$ cat config.mk
export PLATFORM = sky130hd
export DESIGN_NAME = array_binary_tree_traversal_flat
export DESIGN_NICKNAME = d
export VERILOG_FILES = /design/src/hw/rtl/abtt_pkg.sv /design/src/hw/rtl/abtt_req_if.sv /design/src/hw/rtl/abtt_rsp_if.sv /design/src/hw/rtl/array_binary_tree_traversal.sv /design/src/hw/rtl/abtt_slot_ram.sv /design/src/hw/rtl/abtt_out.sv /design/src/hw/rtl/abtt_ctrl.sv /design/src/flat_wrapper.sv
export SDC_FILE = /design/constraint.sdc
export NUM_CORES = 2
export LEC_CHECK = 0
export CORE_MARGIN = 2
export CORE_UTILIZATION = 52
export DETAILED_ROUTE_END_ITERATION = 8
export DONT_BUFFER_PORTS = 1
export PLACE_DENSITY = 0.75
export SLEW_MARGIN = 15
export SYNTH_ARGS = -nofsm -noshare
export SYNTH_HDL_FRONTEND = slang
export SYNTH_HIERARCHICAL = 1
export SYNTH_SLANG_ARGS = --single-unit
$ cat constraint.sdc
create_clock -name clock -period 4 [get_ports clock]
set_input_delay 0.6 -clock clock [delete_from_list [all_inputs] [get_ports clock]]
set_output_delay 0.6 -clock clock [all_outputs]
set_load 0.02 [all_outputs]
$ cat src/hw/rtl/abtt_pkg.sv
// ----------------------------------------------------------------------------
// abtt_pkg
// shared types and codes for the heap-indexed binary tree block
// ----------------------------------------------------------------------------
package abtt_pkg;

   localparam int DATA_W = 16;

   // request action codes
   localparam logic ACT_INSERT   = 1'b0;
   localparam logic ACT_TRAVERSE = 1'b1;

   // traversal order codes, also used as the walk phase at a node
   localparam logic [1:0] ORD_PRE  = 2'd0;
   localparam logic [1:0] ORD_IN   = 2'd1;
   localparam logic [1:0] ORD_POST = 2'd2;

   // one slot of the tree store
   typedef struct packed {
      logic              valid;
      logic [DATA_W-1:0] value;
   } slot_type;

   // sequencer to result buffer
   typedef struct packed {
      logic              emit;
      logic              flush;
      logic [DATA_W-1:0] value;
   } out_cmd_type;

   // result buffer to sequencer
   typedef struct packed {
      logic out_ok;
      logic pend_vld;
   } out_stat_type;

endpackage

$ cat src/hw/rtl/abtt_req_if.sv
// ----------------------------------------------------------------------------
// abtt_req_if
// request channel: valid/ready handshake with insert or traverse payload
// ----------------------------------------------------------------------------
interface abtt_req_if;
   logic                        valid;
   logic                        ready;
   logic                        action;
   logic [abtt_pkg::DATA_W-1:0] parent_value;
   logic [abtt_pkg::DATA_W-1:0] child_value;
   logic [1:0]                  order;

   modport source (output valid, action, parent_value, child_value, order, input ready);
   modport sink (input valid, action, parent_value, child_value, order, output ready);
endinterface

$ cat src/hw/rtl/abtt_rsp_if.sv
// ----------------------------------------------------------------------------
// abtt_rsp_if
// result channel: valid/ready handshake with node value and last flag
// ----------------------------------------------------------------------------
interface abtt_rsp_if;
   logic                        valid;
   logic                        ready;
   logic [abtt_pkg::DATA_W-1:0] node_value;
   logic                        last;

   modport source (output valid, node_value, last, input ready);
   modport sink (input valid, node_value, last, output ready);
endinterface

$ cat src/hw/rtl/array_binary_tree_traversal.sv
// ----------------------------------------------------------------------------
// array_binary_tree_traversal
// binary tree in a heap-indexed store with insert and three traversal orders
// ----------------------------------------------------------------------------
// The tree lives in a SLOTS-deep store: slot 1 is the root and slot k has its
// children at 2k and 2k+1. After reset a clearing pass over every slot runs
// before the first request is taken. An insert request scans slots 1 to
// SLOTS-1 through the store's two read ports, with a read state and an
// evaluate state per slot, and gives no result. A traverse request walks the
// tree without a stack, moving up and down by index with one store read per
// step; it is held up only while the result port stalls. Each node is one
// result, the final one flagged with last; order code 3 gives none. One
// request is handled at a time and req stays low until it completes; the
// last result may still be waiting on rsp.
// ----------------------------------------------------------------------------
module array_binary_tree_traversal #(
   parameter int SLOTS = 64
) (
   input logic        clock,
   input logic        reset,
   abtt_req_if.sink   req,
   abtt_rsp_if.source rsp
);

   localparam int IDX_W = $clog2(SLOTS);

   logic                   ram_we;
   logic [IDX_W-1:0]       ram_waddr;
   abtt_pkg::slot_type     ram_wdata;
   logic [IDX_W-1:0]       ram_raddr_a;
   logic [IDX_W-1:0]       ram_raddr_b;
   abtt_pkg::slot_type     ram_rdata_a;
   abtt_pkg::slot_type     ram_rdata_b;
   abtt_pkg::out_cmd_type  out_cmd;
   abtt_pkg::out_stat_type out_stat;

   abtt_slot_ram #(.SLOTS(SLOTS)) u_ram (
      .clock   (clock),
      .we      (ram_we),
      .waddr   (ram_waddr),
      .wdata   (ram_wdata),
      .raddr_a (ram_raddr_a),
      .raddr_b (ram_raddr_b),
      .rdata_a (ram_rdata_a),
      .rdata_b (ram_rdata_b)
   );

   abtt_ctrl #(.SLOTS(SLOTS)) u_ctrl (
      .clock       (clock),
      .reset       (reset),
      .req         (req),
      .ram_we      (ram_we),
      .ram_waddr   (ram_waddr),
      .ram_wdata   (ram_wdata),
      .ram_raddr_a (ram_raddr_a),
      .ram_raddr_b (ram_raddr_b),
      .ram_rdata_a (ram_rdata_a),
      .ram_rdata_b (ram_rdata_b),
      .out_cmd     (out_cmd),
      .out_stat    (out_stat)
   );

   abtt_out u_out (
      .clock (clock),
      .reset (reset),
      .cmd   (out_cmd),
      .stat  (out_stat),
      .rsp   (rsp)
   );

`ifndef SYNTH
   // a new request must not find a node of the previous traversal held back
   a_idle_no_pending: assert property (@(posedge clock) disable iff (reset)
      req.ready |-> !out_stat.pend_vld)
      else $error("request taken with a node still pending");

   // a non-final result always has a successor waiting behind it
   a_open_run: assert property (@(posedge clock) disable iff (reset)
      (rsp.valid && !rsp.last) |-> out_stat.pend_vld)
      else $error("non-final result with nothing pending");

   // the sequencer only pushes a node when the output side can take one
   a_emit_room: assert property (@(posedge clock) disable iff (reset)
      (out_cmd.emit || out_cmd.flush) |-> out_stat.out_ok)
      else $error("node pushed while the output register is full");
`endif

endmodule

$ cat src/hw/rtl/abtt_slot_ram.sv
// ----------------------------------------------------------------------------
// abtt_slot_ram
// tree store: one write port, two registered read ports
// ----------------------------------------------------------------------------
module abtt_slot_ram #(
   parameter int SLOTS = 64,
   localparam int IDX_W = $clog2(SLOTS)
) (
   input  logic                 clock,
   input  logic                 we,
   input  logic [IDX_W-1:0]     waddr,
   input  abtt_pkg::slot_type   wdata,
   input  logic [IDX_W-1:0]     raddr_a,
   input  logic [IDX_W-1:0]     raddr_b,
   output abtt_pkg::slot_type   rdata_a,
   output abtt_pkg::slot_type   rdata_b
);

   abtt_pkg::slot_type mem [SLOTS];

   always_ff @(posedge clock) begin
      if (we) begin
         mem[waddr] <= wdata;
      end
      rdata_a <= mem[raddr_a];
      rdata_b <= mem[raddr_b];
   end

endmodule

$ cat src/hw/rtl/abtt_out.sv
// ----------------------------------------------------------------------------
// abtt_out
// result buffer: holds one node back so the final one can carry last
// ----------------------------------------------------------------------------
module abtt_out (
   input  logic                   clock,
   input  logic                   reset,
   input  abtt_pkg::out_cmd_type  cmd,
   output abtt_pkg::out_stat_type stat,
   abtt_rsp_if.source             rsp
);

   logic                        out_vld_ff, out_vld_in;
   logic [abtt_pkg::DATA_W-1:0] out_val_ff, out_val_in;
   logic                        out_last_ff, out_last_in;
   logic                        pend_vld_ff, pend_vld_in;
   logic [abtt_pkg::DATA_W-1:0] pend_val_ff, pend_val_in;

   always_comb begin
      out_vld_in  = out_vld_ff;
      out_val_in  = out_val_ff;
      out_last_in = out_last_ff;
      pend_vld_in = pend_vld_ff;
      pend_val_in = pend_val_ff;
      if (out_vld_ff && rsp.ready) begin
         out_vld_in = 1'b0;
      end
      if (cmd.emit) begin
         if (pend_vld_ff) begin
            out_vld_in  = 1'b1;
            out_val_in  = pend_val_ff;
            out_last_in = 1'b0;
         end
         pend_vld_in = 1'b1;
         pend_val_in = cmd.value;
      end else if (cmd.flush && pend_vld_ff) begin
         out_vld_in  = 1'b1;
         out_val_in  = pend_val_ff;
         out_last_in = 1'b1;
         pend_vld_in = 1'b0;
      end
   end

   always_ff @(posedge clock) begin
      if (reset) begin
         out_vld_ff  <= 1'b0;
         pend_vld_ff <= 1'b0;
      end else begin
         out_vld_ff  <= out_vld_in;
         pend_vld_ff <= pend_vld_in;
      end
      out_val_ff  <= out_val_in;
      out_last_ff <= out_last_in;
      pend_val_ff <= pend_val_in;
   end

   assign stat.out_ok   = !out_vld_ff || rsp.ready;
   assign stat.pend_vld = pend_vld_ff;

   assign rsp.valid      = out_vld_ff;
   assign rsp.node_value = out_val_ff;
   assign rsp.last       = out_last_ff;

endmodule

$ cat src/hw/rtl/abtt_ctrl.sv
// ----------------------------------------------------------------------------
// abtt_ctrl
// sequencer: store clearing, slot-by-slot insert walk and stackless traversal
// ----------------------------------------------------------------------------
module abtt_ctrl #(
   parameter int SLOTS = 64,
   localparam int IDX_W = $clog2(SLOTS)
) (
   input  logic                   clock,
   input  logic                   reset,
   abtt_req_if.sink               req,
   output logic                   ram_we,
   output logic [IDX_W-1:0]       ram_waddr,
   output abtt_pkg::slot_type     ram_wdata,
   output logic [IDX_W-1:0]       ram_raddr_a,
   output logic [IDX_W-1:0]       ram_raddr_b,
   input  abtt_pkg::slot_type     ram_rdata_a,
   input  abtt_pkg::slot_type     ram_rdata_b,
   output abtt_pkg::out_cmd_type  out_cmd,
   input  abtt_pkg::out_stat_type out_stat
);

   localparam int AW = IDX_W + 1;
   localparam logic [AW-1:0]    SLOTS_C = AW'(SLOTS);
   localparam logic [IDX_W-1:0] LAST_K  = IDX_W'(SLOTS - 1);
   localparam logic [IDX_W-1:0] ROOT_K  = IDX_W'(1);

   typedef enum logic [7:0] {
      ST_CLEAR  = 8'b0000_0001,
      ST_IDLE   = 8'b0000_0010,
      ST_INS_RD = 8'b0000_0100,
      ST_INS_EV = 8'b0000_1000,
      ST_NODE   = 8'b0001_0000,
      ST_LOOK   = 8'b0010_0000,
      ST_CHK    = 8'b0100_0000,
      ST_FIN    = 8'b1000_0000
   } state_type;

   state_type                   state_ff, state_in;
   logic [IDX_W-1:0]            k_ff, k_in;
   logic [AW-1:0]               cand_ff, cand_in;
   logic                        up_ff, up_in;
   logic [1:0]                  ph_ff, ph_in;
   logic [1:0]                  nxt_ph_ff, nxt_ph_in;
   logic [abtt_pkg::DATA_W-1:0] val_ff, val_in;
   logic [abtt_pkg::DATA_W-1:0] parent_ff, parent_in;
   logic [abtt_pkg::DATA_W-1:0] child_ff, child_in;
   logic [1:0]                  order_ff, order_in;

   // per-slot "walk continues below" flag for the insert pass
   logic desc_mem [SLOTS];
   logic desc_rd_ff;
   logic desc_we;
   logic desc_wdata;

   logic [AW-1:0] left;
   logic [AW-1:0] right;
   logic          left_ok;
   logic          right_ok;
   logic          left_present;
   logic          reached;
   logic          match;
   logic          hit;

   assign left         = {k_ff, 1'b0};
   assign right        = {k_ff, 1'b1};
   assign left_ok      = left < SLOTS_C;
   assign right_ok     = right < SLOTS_C;
   assign left_present = left_ok && ram_rdata_b.valid;
   assign reached      = ram_rdata_a.valid && ((k_ff == ROOT_K) || desc_rd_ff);
   assign match        = reached && (ram_rdata_a.value == parent_ff);
   assign hit          = (ph_ff == order_ff);

   assign ram_raddr_a = (state_ff == ST_LOOK) ? cand_ff[IDX_W-1:0] : k_ff;
   assign ram_raddr_b = left[IDX_W-1:0];

   assign req.ready = (state_ff == ST_IDLE);

   assign desc_we    = (state_ff == ST_INS_EV);
   assign desc_wdata = reached && !match;

   always_ff @(posedge clock) begin
      if (desc_we) begin
         desc_mem[k_ff] <= desc_wdata;
      end
      desc_rd_ff <= desc_mem[k_ff >> 1];
   end

   always_comb begin
      state_in  = state_ff;
      k_in      = k_ff;
      cand_in   = cand_ff;
      up_in     = up_ff;
      ph_in     = ph_ff;
      nxt_ph_in = nxt_ph_ff;
      val_in    = val_ff;
      parent_in = parent_ff;
      child_in  = child_ff;
      order_in  = order_ff;

      ram_we          = 1'b0;
      ram_waddr       = k_ff;
      ram_wdata.valid = 1'b1;
      ram_wdata.value = child_ff;

      out_cmd.emit  = 1'b0;
      out_cmd.flush = 1'b0;
      out_cmd.value = val_ff;

      case (state_ff)
         ST_CLEAR: begin
            // only the root survives reset
            ram_we          = 1'b1;
            ram_waddr       = k_ff;
            ram_wdata.valid = (k_ff == ROOT_K);
            ram_wdata.value = abtt_pkg::DATA_W'(k_ff == ROOT_K);
            k_in            = k_ff + 1'b1;
            if (k_ff == LAST_K) begin
               state_in = ST_IDLE;
            end
         end
         ST_IDLE: begin
            if (req.valid) begin
               parent_in = req.parent_value;
               child_in  = req.child_value;
               order_in  = req.order;
               k_in      = ROOT_K;
               if (req.action == abtt_pkg::ACT_INSERT) begin
                  state_in = ST_INS_RD;
               end else if (req.order inside {abtt_pkg::ORD_PRE, abtt_pkg::ORD_IN,
                                              abtt_pkg::ORD_POST}) begin
                  cand_in   = AW'(1);
                  up_in     = 1'b1;
                  nxt_ph_in = abtt_pkg::ORD_PRE;
                  state_in  = ST_LOOK;
               end
            end
         end
         ST_INS_RD: begin
            state_in = ST_INS_EV;
         end
         ST_INS_EV: begin
            if (match) begin
               if (!left_present && left_ok) begin
                  ram_we    = 1'b1;
                  ram_waddr = left[IDX_W-1:0];
               end else if (left_present && right_ok) begin
                  ram_we    = 1'b1;
                  ram_waddr = right[IDX_W-1:0];
               end
            end
            k_in = k_ff + 1'b1;
            if (k_ff == LAST_K) begin
               state_in = ST_IDLE;
            end else begin
               state_in = ST_INS_RD;
            end
         end
         ST_NODE: begin
            if (!hit || out_stat.out_ok) begin
               out_cmd.emit = hit;
               state_in     = ST_LOOK;
               case (ph_ff)
                  abtt_pkg::ORD_PRE: begin
                     cand_in   = left;
                     up_in     = 1'b0;
                     nxt_ph_in = abtt_pkg::ORD_IN;
                  end
                  abtt_pkg::ORD_IN: begin
                     cand_in   = right;
                     up_in     = 1'b0;
                     nxt_ph_in = abtt_pkg::ORD_POST;
                  end
                  abtt_pkg::ORD_POST: begin
                     if (k_ff == ROOT_K) begin
                        state_in = ST_FIN;
                     end else begin
                        // climb: a right child returns to its parent's post phase
                        cand_in   = AW'(k_ff >> 1);
                        up_in     = 1'b1;
                        nxt_ph_in = k_ff[0] ? abtt_pkg::ORD_POST : abtt_pkg::ORD_IN;
                     end
                  end
                  default: begin
                     state_in = ST_FIN;
                  end
               endcase
            end
         end
         ST_LOOK: begin
            state_in = ST_CHK;
         end
         ST_CHK: begin
            state_in = ST_NODE;
            if (up_ff || ((cand_ff < SLOTS_C) && ram_rdata_a.valid)) begin
               k_in   = cand_ff[IDX_W-1:0];
               val_in = ram_rdata_a.value;
               ph_in  = up_ff ? nxt_ph_ff : abtt_pkg::ORD_PRE;
            end else begin
               ph_in = nxt_ph_ff;
            end
         end
         ST_FIN: begin
            if (out_stat.out_ok) begin
               out_cmd.flush = 1'b1;
               state_in      = ST_IDLE;
            end
         end
         default: begin
            state_in = ST_IDLE;
         end
      endcase
   end

   always_ff @(posedge clock) begin
      if (reset) begin
         state_ff <= ST_CLEAR;
         k_ff     <= '0;
      end else begin
         state_ff <= state_in;
         k_ff     <= k_in;
      end
      cand_ff   <= cand_in;
      up_ff     <= up_in;
      ph_ff     <= ph_in;
      nxt_ph_ff <= nxt_ph_in;
      val_ff    <= val_in;
      parent_ff <= parent_in;
      child_ff  <= child_in;
      order_ff  <= order_in;
   end

endmodule

$ cat src/flat_wrapper.sv
// flat-port wrapper written by rule: the top's interface ports become plain ports
module array_binary_tree_traversal_flat 
#(
   parameter int SLOTS = 64
)
  (clock, reset, req_valid, req_action, req_parent_value, req_child_value, req_order, req_ready, rsp_valid, rsp_node_value, rsp_last, rsp_ready);
  abtt_req_if req_i ();
  abtt_rsp_if rsp_i ();
  input logic clock;
  input logic reset;
  input wire logic [$bits(req_i.valid)-1:0] req_valid;
  input wire logic [$bits(req_i.action)-1:0] req_action;
  input wire logic [$bits(req_i.parent_value)-1:0] req_parent_value;
  input wire logic [$bits(req_i.child_value)-1:0] req_child_value;
  input wire logic [$bits(req_i.order)-1:0] req_order;
  output wire logic [$bits(req_i.ready)-1:0] req_ready;
  output wire logic [$bits(rsp_i.valid)-1:0] rsp_valid;
  output wire logic [$bits(rsp_i.node_value)-1:0] rsp_node_value;
  output wire logic [$bits(rsp_i.last)-1:0] rsp_last;
  input wire logic [$bits(rsp_i.ready)-1:0] rsp_ready;
  assign req_i.valid = req_valid;
  assign req_i.action = req_action;
  assign req_i.parent_value = req_parent_value;
  assign req_i.child_value = req_child_value;
  assign req_i.order = req_order;
  assign req_ready = req_i.ready;
  assign rsp_valid = rsp_i.valid;
  assign rsp_node_value = rsp_i.node_value;
  assign rsp_last = rsp_i.last;
  assign rsp_i.ready = rsp_ready;
  array_binary_tree_traversal #(.SLOTS(SLOTS)) u_core (.clock(clock), .reset(reset), .req(req_i), .rsp(rsp_i));
endmodule
==> Yosys cells after proc, flatten, opt, wreduce, memory -nomap -nowiden <==
Memories as Yosys holds them, arrays and structs flattened. A register that Yosys moved wholly into a read port is not among the register bits.
Cells that the tools add are included.
W data, S select, Z words.
{ "op_classes": {"n_addsub": 1, "magnitude_cmp": 3, "n_eq_ne": 28, "n_mux": 67, "reduce_logical": 32} }
{ "ops": {"columns": ["operator", "count"], "rows": [
  ["$pmux W8 S8", 1],
  ["$mux W8", 7],
  ["$mux W16", 3],
  ["$mux W6", 7],
  ["$mux W7", 5],
  ["$mux W1", 25],
  ["$lt A7 B7 Y1 const B", 3],
  ["$pmux W7 S3", 1],
  ["$pmux W6 S3", 1],
  ["$mux W17", 1],
  ["$eq A16 B16 Y1", 1],
  ["$mux W2", 8],
  ["$pmux W8 S2", 1],
  ["$ne A2 B2 Y1 const B", 7],
  ["$pmux W7 S2", 1],
  ["$reduce_and A7 Y1", 2],
  ["$logic_and A1 B1 Y1", 9],
  ["$eq A8 B1 Y1 const B", 1],
  ["$eq A8 B2 Y1 const B", 1],
  ["$eq A8 B3 Y1 const B", 1],
  ["$eq A8 B4 Y1 const B", 1],
  ["$eq A8 B5 Y1 const B", 1],
  ["$eq A8 B6 Y1 const B", 1],
  ["$eq A8 B7 Y1 const B", 1],
  ["24 further kinds", 41]
]} }
{ "totals": {"reg_bits": 111, "ramBits": 1152, "out_inout_bits": 19, "word_cells": 148, "n_memories": 2} }
{ "memory_table": {"columns": ["name", "depth", "width", "read_ports", "rd_ports_with_merged_regs", "write_ports", "line", "text"], "rows": [
  ["u_core.u_ram.mem", 64, 17, 2, 2, 1, "abtt_slot_ram.sv:19", "abtt_pkg::slot_type mem [SLOTS];"],
  ["u_core.u_ctrl.desc_mem", 64, 1, 1, 1, 1, "abtt_ctrl.sv:51", "logic desc_mem [SLOTS];"]
]} }

==> Logic depth before layout (Yosys ltp) <==
{ "logic_depth": {"ltp_word": 9, "ltp_mapped": 14} }

==> Modules after synthesis <==
Netlist, hierarchy kept.
{ "by_module_without_submodules": {"columns": ["module", "n_inst", "cells_per_inst", "area_each_um2", "seq_area_each_um2"], "rows": [
  ["abtt_slot_ram", 1, 2526, 51441.8, 33352.0],
  ["abtt_ctrl", 1, 397, 5089.9, 3123.0],
  ["abtt_out", 1, 43, 1084.8, 1031.0]
]} }

==> Worst setup path after synthesis <==
OpenSTA, ideal clock, no wires.
{ "synth_path": {"path_kind": "register to register", "start": "reg u_core.u_ctrl.k_ff[1]", "end": "mem u_core/u_ram/mem[39][0] (netlist name), enable pin", "setup_time_ps": 391, "t_arrival_ps": 3853, "required_time_ps": 3609, "path_slack_ps": -244, "stages_incl_launch_ff": 13, "path_buffers": 4, "period_less_slack_ps": 4244, "path_cell_list": "dfxtp_1 clkbuf_1 clkbuf_1 inv_1 ha_1 nor3b_1 o21ai_1 nor4_4 mux2_2 clkbuf_1 or3b_2 clkbuf_1 nor2_1"} }
{ "synth_via": {"word_cells_on_any_way": 20, "classes_between": "2 x order compare; 1 x eq/ne; 10 x mux; 7 x reduce/logical"} }
{ "synth_lines": {"columns": ["item", "line", "text"], "rows": [
  ["from (decl)", "abtt_ctrl.sv:40", "logic [IDX_W-1:0] k_ff, k_in;"],
  ["from (signal assigned)", "abtt_ctrl.sv:221", "k_ff <= k_in;"],
  ["$lt A7 B7 Y1", "abtt_ctrl.sv:67", "assign left_ok = left < SLOTS_C;"],
  ["$logic_and A1 B1 Y1", "abtt_ctrl.sv:69", "assign left_present = left_ok && ram_rdata_b.valid;"],
  ["$logic_and A1 B1 Y1 / $logic_not A1 Y1 (equally long branches)", "abtt_ctrl.sv:147, abtt_ctrl.sv:144", null],
  ["$mux W6 / $logic_and A1 B1 Y1 (equally long branches)", "abtt_ctrl.sv:147, abtt_ctrl.sv:144", null],
  ["$mux W6", "abtt_ctrl.sv:144", "if (!left_present && left_ok) begin"],
  ["$mux W6 (*)", "abtt_ctrl.sv:143", "if (match) begin"],
  ["$mux W6 (*)", "abtt_ctrl.sv:110", "case (state_ff)"],
  ["net u_core.ram_waddr[4]", "array_binary_tree_traversal.sv:28", "logic [IDX_W-1:0] ram_waddr;"],
  ["to (decl)", "abtt_slot_ram.sv:19", null]
]} }
Mark *: on every way through the listed nets, which the timed path passes. The rest lies on a longest branch.

==> Final worst setup path <==
{ "layout_path": {"start": "reg u_core/u_ram/rdata_a[4] (netlist name)", "end": "mem u_core/u_ram/mem[16][4] (netlist name), enable pin"} }
{ "layout_via": {"word_cells_on_any_way": 8, "classes_between": "1 x eq/ne; 6 x mux; 1 x reduce/logical"} }
{ "layout_lines": {"columns": ["item", "line", "text"], "rows": [
  ["$eq A16 B16 Y1", "abtt_ctrl.sv:71", "assign match = reached && (ram_rdata_a.value == parent_ff);"],
  ["$logic_and A1 B1 Y1", "abtt_ctrl.sv:71", null],
  ["$mux W6", "abtt_ctrl.sv:143", null],
  ["$mux W6", "abtt_ctrl.sv:110", null],
  ["net u_core.ram_waddr[0]", "array_binary_tree_traversal.sv:28", null]
]} }
The timed path passes the listed nets, and every way through them passes these cells.

==> reports/qor.yml <==
timing:
  fin_skew_ps: 68.4
  fmax_mhz: 251
  setup_viol: 0
  setup_slack_ps: 18.5
  slew_violations: 0
  final.setup.tns_ps: 0
  min_period_ps: 3980
  finalHoldViolCount: 0
  timing.final.crit_share_pct: 99.5
  rsz0062_at_grt: "true"
  tightest_slew_ps: 1200
  slew_headroom_pct: 20.2
floorplanning:
  row_count: 112
  die_y_um: 312
  core_area_mm2: 0.0936
  io_pins: 58
  initial_core_util_pct: 52.6
  die_w_um: 312
  design.die.area_mm2: 0.0972
cells_and_area:
  diodes: 0
  fin_area_mm2: 0.0561
  stdcell_count: 3888
  fin_nets: 2584
  layout-drive-gt1-share_pct: 27.6
  area.growth.synth_to_final_pct: 13.8
run:
  cap_violations: 0
global_route:
  antenna_found_initial: 6
  track_usage_pct: 23.7
  first_global_vias: 24803
  grt_overflow: 0
  grt_max_degree: 65
  grt_pass1_wl_mm: 168
placed_design:
  placed_cell_area_mm2: 0.0519
  pre_cts_ws_ps: 149
  dp_cells: 3641
  io_buffers: 0
  gp_congestion: 0.911
  dp_hpwl_mm: 69.9
clock_tree:
  root_buffer: "clkbuf_16"
  cts_made_buffers: 115
  cts_buffer_depth: 3
  cts.sinks: 1250
  clock_latency_ps: 740
  cts_tree: "yes"
  htreeDepth: 3
  path_clk_slew_ps: 60
power:
  p_per_area_mw_per_mm2: 555
  vdd_drop_max_uv: 388
  power_leakage_uw: 0.0175
synth:
  syn_inst: 2356
  ys_warn_count: 6
  synth_nets: 2401
  syn_avg_cell_area_um2: 20.9
  syn_area_mm2: 0.0493
detailed_routing:
  drt.antenna.violating_nets: 0
  drt_first_iter_violations: 3156
  wire_per_inst_um: 29.6
  routed_wl_mm: 115
  drc: 0
  vias: 24545
  drt_pass1_iterations: 6
  vias_per_cell: 6.31
worst_setup_path:
  ff2ff_setup_slack_ps: 20
  critPathMaxFanout: 17
  cp-end-kind: "flop"
  slowest_stage: "dfxtp_1"
  crit_type: "flop to flop"
  cpMostUsedCell: "buf_4"
  cp_data_arrival_time_ps: 4360
  crit_chain: "xor2_1 > nor4_1 > nand4_1 > nor4_4 > buf_4 > mux2_2 > nor2b_1 > nand2_1 > nor2_1 > buf_4"
  cp.required_ps: 4380
  cp_slowest_stage_delay_ps: 460
  start_kind: "flop"
run_status:
  status: "finished clean"
worst_hold_path:
  hold_path.class: "primary input to flop"
[placed cells by master, fill, tap and decap left out, types with 21 or more instances in the layout]
| cell | count |
|---|---|
| edfxtp_1 | 1215 |
| mux4_2 | 292 |
| buf_4 | 175 |
| mux2i_1 | 142 |
| clkbuf_16 | 116 |
| nor2_1 | 116 |
| a22oi_1 | 65 |
| dlygate4sd3_1 | 35 |
| dfxtp_1 | 34 |
| buf_12 | 29 |
| clkbuf_1 | 27 |
| nor2b_1 | 22 |
| nand2_1 | 21 |
[layout make-up]
type	instances	area [um2]
flip-flops and latches	1250	37200
clock buffers	151	3110
clock inverters	61	668
well taps	1254	1570
fillers	6421	37600
repair buffers	240	2260
multi-input cells	911	11200
inverters	21	80.1
[worst max-delay path, delay by kind of cell, from the launching register on]
kind | cells | cell delay [ps]
buffers and inverters | 2 | 570
xor gates and xnor gates | 1 | 110
DFF | 1 | 460
muxes | 1 | 420
and+or+nand+nor | 6 | 2040
[stage by stage]
stage	hold slack (ps)	power [uW]	utilization, %
3_3_place_gp	401	20300	55.4
5_1_grt	98.1	32000	59.9
2_1_floorplan	400	18600	-
6_report	94.7	31100	59.9
3_5_place_dp	405	20400	55.4
4_1_cts	48.2	31200	59.8
[metal layers]
| metal | vias to the layer above | wire length [um] | GRT usage, % |
|---|---|---|---|
| met5 | - | 21 | 0 |
| met4 | 4 | 4310 | 8.92 |
| met3 | 236 | 11500 | 4.96 |
| met2 | 1421 | 56400 | 38.3 |
| met1 | 12825 | 42800 | 32.1 |
| li1 | 10059 | - | - |
[power breakdown]
group          leakage, uW  internal [uW]  switching, uW  total, uW
Sequential          0.0113          15200            183      15400
Clock              0.00183           6150           4740      10900
Combinational      0.00434           1930           2940       4870
[final timing paths]
path,from,endpoint,depth (start not counted)
worst min register to register,u_core/u_ctrl/val_ff[5],u_core/u_out/pend_val_ff[5],0
worst max-delay path,u_core/u_ram/rdata_a[4],u_core/u_ram/mem[16][4],10
worst max register to register,u_core/u_ram/rdata_a[4],u_core/u_ram/mem[16][4],10
worst min-delay path,req_action,u_core/u_ctrl/state_ff[5],2
[sequential cells by signal, summed over array words and instances, names as in the netlist, 8 cells and up]
name                         cells
u_core/u_out/pend_val_ff        16
u_core/u_ctrl/desc_mem          32
u_core/u_ctrl/val_ff            16
u_core/u_ctrl/state_ff           8
u_core/u_out/rsp.node_value     16
u_core/u_ram/mem              1088
u_core/u_ram/rdata_a            17
u_core/u_ctrl/parent_ff         16
u_core/u_ctrl/child_ff          16
[what timing repair did]
action	in CTS	in global routing
setup endpoints to repair	0	650
setup buffers	0	0
hold buffers	35	0
endpoints found under the hold margin	44	0
gates resized for setup	0	5
No activity file was read; power rests on OpenSTA's default activity.
